<file path="config.mk">
export PLATFORM = sky130hd
export DESIGN_NAME = pesh_ctrl
export DESIGN_NICKNAME = d
export VERILOG_FILES = /design/src/pesh_pkg.sv /design/src/pesh_ctrl.sv
export SDC_FILE = /design/constraint.sdc
export NUM_CORES = 1
export LEC_CHECK = 0
export ABC_AREA = 1
export BUFFER_PORTS_ARGS = -buffer_cell sky130_fd_sc_hd__buf_4
export CELL_PAD_IN_SITES_DETAIL_PLACEMENT = 1
export CELL_PAD_IN_SITES_GLOBAL_PLACEMENT = 1
export CORE_MARGIN = 4
export CORE_UTILIZATION = 31
export CTS_CLUSTER_SIZE = 14
export DETAILED_ROUTE_END_ITERATION = 8
export PLACE_DENSITY_LB_ADDON = 0.1
export SYNTH_ARGS = -nofsm -noshare
export SYNTH_HDL_FRONTEND = slang
export SYNTH_SLANG_ARGS = --single-unit
export TNS_END_PERCENT = 20
</file>
<file path="constraint.sdc">
create_clock -name clk -period 3.72 [get_ports clk]
set_input_delay 1.116 -clock clk [delete_from_list [all_inputs] [get_ports clk]]
set_output_delay 1.116 -clock clk [all_outputs]
set_load 0.02 [all_outputs]
</file>
<file path="src/pesh_pkg.sv">
// ----------------------------------------------------------------------------
// pesh_pkg
// Shared types and codes for the periodic event scheduler heap
// ----------------------------------------------------------------------------
package pesh_pkg;

	localparam int DueW = 48;
	localparam int IdW  = 16;
	localparam int PerW = 16;

	// request codes
	localparam logic [1:0] FUNC_CLEAR = 2'd0;
	localparam logic [1:0] FUNC_ADD   = 2'd1;
	localparam logic [1:0] FUNC_NEXT  = 2'd2;

	// result status codes
	localparam logic [1:0] STATUS_OK    = 2'd0;
	localparam logic [1:0] STATUS_EMPTY = 2'd1;
	localparam logic [1:0] STATUS_FULL  = 2'd2;

	// heap read address select
	localparam logic [1:0] RD_ROOT   = 2'd0;
	localparam logic [1:0] RD_PARENT = 2'd1;
	localparam logic [1:0] RD_LEFT   = 2'd2;
	localparam logic [1:0] RD_RIGHT  = 2'd3;

	// heap write data select
	localparam logic [1:0] WR_CUR   = 2'd0;
	localparam logic [1:0] WR_RDATA = 2'd1;
	localparam logic [1:0] WR_CHILD = 2'd2;

	typedef struct packed {
		logic [DueW-1:0] due;
		logic [IdW-1:0]  id;
		logic [PerW-1:0] period;
	} pesh_entry_t;

	typedef struct packed {
		logic       load_add;
		logic       clear;
		logic       res_ld;
		logic [1:0] res_status;
		logic       rd_en;
		logic [1:0] rd_sel;
		logic       wr_en;
		logic [1:0] wr_sel;
		logic       take_top;
		logic       take_left;
		logic       take_right;
		logic       pos_up;
		logic       pos_down;
		logic       out_ld;
	} pesh_cmd_t;

	typedef struct packed {
		logic count_zero;
		logic count_full;
		logic pos_zero;
		logic left_in;
		logic right_in;
		logic cur_lt_rd;
		logic rd_lt_child;
		logic child_lt_cur;
	} pesh_sts_t;

	// heap order: due time, then id, then period
	function automatic logic pesh_before(pesh_entry_t a, pesh_entry_t b);
		logic [DueW+IdW+PerW-1:0] ka;
		logic [DueW+IdW+PerW-1:0] kb;
		ka = {a.due, a.id, a.period};
		kb = {b.due, b.id, b.period};
		return ka < kb;
	endfunction

endpackage

</file>
<file path="src/pesh_ctrl.sv">
// ----------------------------------------------------------------------------
// pesh_ctrl
// Sequencer for add (sift up), next (sift down) and clear requests
// ----------------------------------------------------------------------------
module pesh_ctrl
	import pesh_pkg::*;
(
	input  logic       clk,
	input  logic       arst_n,
	input  logic       in_valid,
	output logic       in_stall,
	input  logic [1:0] func,
	output logic       out_valid,
	input  logic       out_stall,
	output pesh_cmd_t  cmd,
	input  pesh_sts_t  sts
);

	localparam logic [3:0] S_IDLE   = 4'd0;
	localparam logic [3:0] S_UP_CHK = 4'd1;
	localparam logic [3:0] S_UP_CMP = 4'd2;
	localparam logic [3:0] S_NX_TOP = 4'd3;
	localparam logic [3:0] S_DN_CHK = 4'd4;
	localparam logic [3:0] S_DN_L   = 4'd5;
	localparam logic [3:0] S_DN_R   = 4'd6;
	localparam logic [3:0] S_DN_CMP = 4'd7;
	localparam logic [3:0] S_FIN    = 4'd8;

	logic [3:0] state_q;
	logic [3:0] state_d;
	logic       out_valid_q;
	logic       accept;
	logic       out_free;

	assign in_stall  = (state_q != S_IDLE);
	assign accept    = in_valid && !in_stall;
	assign out_free  = !out_valid_q || !out_stall;
	assign out_valid = out_valid_q;

	always_comb begin
		cmd     = '0;
		state_d = state_q;
		unique case (state_q)
			S_IDLE: begin
				if (accept) begin
					unique case (func)
						FUNC_CLEAR: begin
							cmd.clear = 1'b1;
						end
						FUNC_ADD: begin
							cmd.res_ld = 1'b1;
							if (sts.count_full) begin
								cmd.res_status = STATUS_FULL;
								state_d        = S_FIN;
							end else begin
								cmd.res_status = STATUS_OK;
								cmd.load_add   = 1'b1;
								state_d        = S_UP_CHK;
							end
						end
						FUNC_NEXT: begin
							cmd.res_ld = 1'b1;
							if (sts.count_zero) begin
								cmd.res_status = STATUS_EMPTY;
								state_d        = S_FIN;
							end else begin
								cmd.res_status = STATUS_OK;
								cmd.rd_en      = 1'b1;
								cmd.rd_sel     = RD_ROOT;
								state_d        = S_NX_TOP;
							end
						end
						default: ;
					endcase
				end
			end
			S_UP_CHK: begin
				if (sts.pos_zero) begin
					cmd.wr_en  = 1'b1;
					cmd.wr_sel = WR_CUR;
					state_d    = S_FIN;
				end else begin
					cmd.rd_en  = 1'b1;
					cmd.rd_sel = RD_PARENT;
					state_d    = S_UP_CMP;
				end
			end
			S_UP_CMP: begin
				cmd.wr_en = 1'b1;
				if (sts.cur_lt_rd) begin
					// parent moves down into the hole
					cmd.wr_sel = WR_RDATA;
					cmd.pos_up = 1'b1;
					state_d    = S_UP_CHK;
				end else begin
					cmd.wr_sel = WR_CUR;
					state_d    = S_FIN;
				end
			end
			S_NX_TOP: begin
				cmd.take_top = 1'b1;
				state_d      = S_DN_CHK;
			end
			S_DN_CHK: begin
				if (!sts.left_in) begin
					cmd.wr_en  = 1'b1;
					cmd.wr_sel = WR_CUR;
					state_d    = S_FIN;
				end else begin
					cmd.rd_en  = 1'b1;
					cmd.rd_sel = RD_LEFT;
					state_d    = S_DN_L;
				end
			end
			S_DN_L: begin
				cmd.take_left = 1'b1;
				if (sts.right_in) begin
					cmd.rd_en  = 1'b1;
					cmd.rd_sel = RD_RIGHT;
					state_d    = S_DN_R;
				end else begin
					state_d = S_DN_CMP;
				end
			end
			S_DN_R: begin
				// right wins only when strictly smaller
				cmd.take_right = sts.rd_lt_child;
				state_d        = S_DN_CMP;
			end
			S_DN_CMP: begin
				cmd.wr_en = 1'b1;
				if (sts.child_lt_cur) begin
					cmd.wr_sel   = WR_CHILD;
					cmd.pos_down = 1'b1;
					state_d      = S_DN_CHK;
				end else begin
					cmd.wr_sel = WR_CUR;
					state_d    = S_FIN;
				end
			end
			S_FIN: begin
				if (out_free) begin
					cmd.out_ld = 1'b1;
					state_d    = S_IDLE;
				end
			end
			default: begin
				state_d = S_IDLE;
			end
		endcase
	end

	always_ff @(posedge clk or negedge arst_n) begin
		if (!arst_n) begin
			state_q     <= S_IDLE;
			out_valid_q <= 1'b0;
		end else begin
			state_q <= state_d;
			if (cmd.out_ld) begin
				out_valid_q <= 1'b1;
			end else if (out_valid_q && !out_stall) begin
				out_valid_q <= 1'b0;
			end
		end
	end

`ifndef ASSERT_OFF
	a_beat_from_fin: assert property (@(posedge clk) disable iff (!arst_n)
		$rose(out_valid_q) |-> $past(state_q) == S_FIN)
		else $error("result beat raised outside finish");

	a_req_busy: assert property (@(posedge clk) disable iff (!arst_n)
		(accept && (func == FUNC_ADD || func == FUNC_NEXT)) |=> state_q != S_IDLE)
		else $error("add or next request dropped");

	a_single_port: assert property (@(posedge clk) disable iff (!arst_n)
		cmd.wr_en |-> !cmd.rd_en)
		else $error("heap read and write in one cycle");
`endif

endmodule

</file>
==> qor.txt <==
Max Slew Vio Count - 0
vias - 718
fmax - 0.325 GHz
family with the most delay on the worst path - buffers and inverters
sequential area share after synthesis - 0.201
DRC violations left - 0
Crit Path Class - input port to output pin
area of the multi-input gates - 408 sq um
port buffer count - 32
hpwl dp - 1610 um
WP data required - 2.60 ns
Tot GR Track Use - 0.150
Pleak - 0.531 nW
Synth warnings - 0
Crit-path slowest cell - ha_1
status - finished clean
routed len/inst - 11.7 um
Critical Path Start - func[0]
Hold Path Class - flop to flop
min-delay src - out_valid
Die X - 52.8 um
Worst VDD drop - 309 uV
Tcrit/Tclk final - 0.826
grt total ovfl - 0
Post-Route Setup TNS - 0 ns
first-pass GRT wire length - 3180 um
Die Y - 52.8 um
setup repair bufs after CTS - 0
fill cell count - 265
vias per cell - 4.69
register bit total from synthesis - 5
Nets - 146
RSZ-0062 raised after global routing - no
Clk Latency, worst-skew pair - 0.24 ns
Rows - 15
worst-path maximum fanout - 2
TritonCTS clock tree - yes
design area - 905 sq um
die area - 2790 sq um
CTS hold repair buffers - 0
layout cells sized above 1 - 0.453
post-route core utilization - 0.497
# resized after CTS - 0
Final Skew - 0.00311 ns
CTS H-tree depth - 1
TritonCTS buffer count - 3
reg2reg setup slack - 2.42 ns
commonest non-fill, non-tap cells in the layout - buf_4 (32), nand2_1 (18), nor2_1 (14)
gpl congestion - 0.827
Clock transition at path regs - 0.04 ns
Fin. Hold Viols - 0
final setup violation count - 0
synthesized cell area - 622 sq um
I/O pins - 33
Clock Path Buffers - 2
Max Cap Violations - 0
Avg Inst Size Synth - 6.62 sq um
DR iter-0 viols - 2
cells along the critical path - buf_4 -> inv_1 -> ha_1 -> inv_1 -> nor2_4 -> nand2_1 -> nor2_2 -> buf_4
Worst Tran Pin Value - 0.295 ns
Root Buffer - clkbuf_4
startpoint types - input port
hold slack - 0.510 ns
Netlist cell types - 24
Routed WL - 1800 um
min Tclk post-route - 3.07 ns
Core Region - 1820 sq um
Post-Syn Nets - 111
ys flop type - dfrtp_1
CP endpoint kind - output pin
Slew headroom - 0.803
Post-synth ARST share - 1.00
Worst path max stage delay - 0.27 ns
Pwr Density - 606 nW/um^2
post-route ant nets - 0
Buf/Inv on CP - 4
vias in the first global route - 761
commonest non-fill, non-tap cell in the layout - buf_4
Post-synth EDFFs - 0
Sink Count - 5
RR Startpoint - state_q[1]
largest net degree at the start of global routing - 7
Post-DP Area - 878 sq um
initial antenna violation count - 0
drt pass-1 iters - 4
register area - 125 sq um
ANT cells - 0
crit path DAT - 1.96 ns
Area growth, synth to finish - 45.5%
starting density of the core - 0.342
Mapped Cells - 94
-- registers in the layout (all words and copies together) (netlist names) --
register,count
state_q,4
out_valid,1
-- kinds of logic (layout without fill, tap and decap cells) --
kind of cell | Yosys count | after routing | share of synthesized area
simple gates | 57 | 57 | 0.511
buf+inv | 21 | 55 | 0.143
compound gates | 8 | 8 | 0.0845
flops | 5 | 5 | 0.201
fa+ha+maj | 3 | 3 | 0.0604
-- power breakdown --
| group | total [W] | internal, W | switching, W |
|---|---|---|---|
| Combinational | 0.000380 | 0.000140 | 0.000240 |
| Clock | 0.0000629 | 0.0000406 | 0.0000223 |
| Sequential | 0.000105 | 0.0000741 | 0.0000313 |
-- worst paths after layout --
kind	end	cells after the start
worst max-delay path	cmd[13]	8
worst min register to register	out_valid	2
max in group asynchronous	state_q[3]	1
min in group asynchronous	state_q[2]	1
worst max register to register	state_q[3]	8
worst min-delay path	out_valid	2
-- cell usage after synthesis (2+ instances only) --
cell,number,area (sq um)
nor3_1,2,10.0
o21ai_1,2,10.0
nand2_1,18,67.6
inv_2,5,18.8
nor2_4,5,56.3
nand3_2,2,20.0
nand4_1,2,12.5
nor2_2,3,18.8
nand3_1,4,20.0
ha_1,3,37.5
nand2_2,3,18.8
nand2_4,3,33.8
o21ai_0,2,10.0
dfrtp_1,5,125
buf_4,2,15.0
nor2_1,14,52.6
inv_1,12,45.0
-- layer usage --
metal / track usage / routed length [um] / part of all wire / vias to the layer above
met5: 0 / 0 / 0 / -
met4: 0.0511 / 25 / 0.014 / 0
met3: 0.0142 / 88 / 0.049 / 2
met2: 0.267 / 870 / 0.48 / 24
met1: 0.184 / 813 / 0.45 / 337
li1: - / - / - / 355
-- stage by stage --
step	setup slack (ns)	cells	power [W]
floorplan	0.690	94	0.000363
global placement	0.678	149	0.000478
detailed placement	0.642	149	0.000490
CTS	0.640	153	0.000556
global route	0.561	153	0.000601
finish	0.647	153	0.000548
-- cell type report --
type,instances,area share
timing repair buffer,32,0.266
multi-input combinational,68,0.451
sequential,5,0.138
tap,25,0.0346
inverter,19,0.0816
clock buffer,4,0.0290
-- worst reg2reg max path: cells and delay by family, from the launching register on --
kind	cells	cell delay (ns)
simple gates	7	0.65
buf+inv	1	0.08
flops	1	0.46
Power figures use the tool's default switching activity.
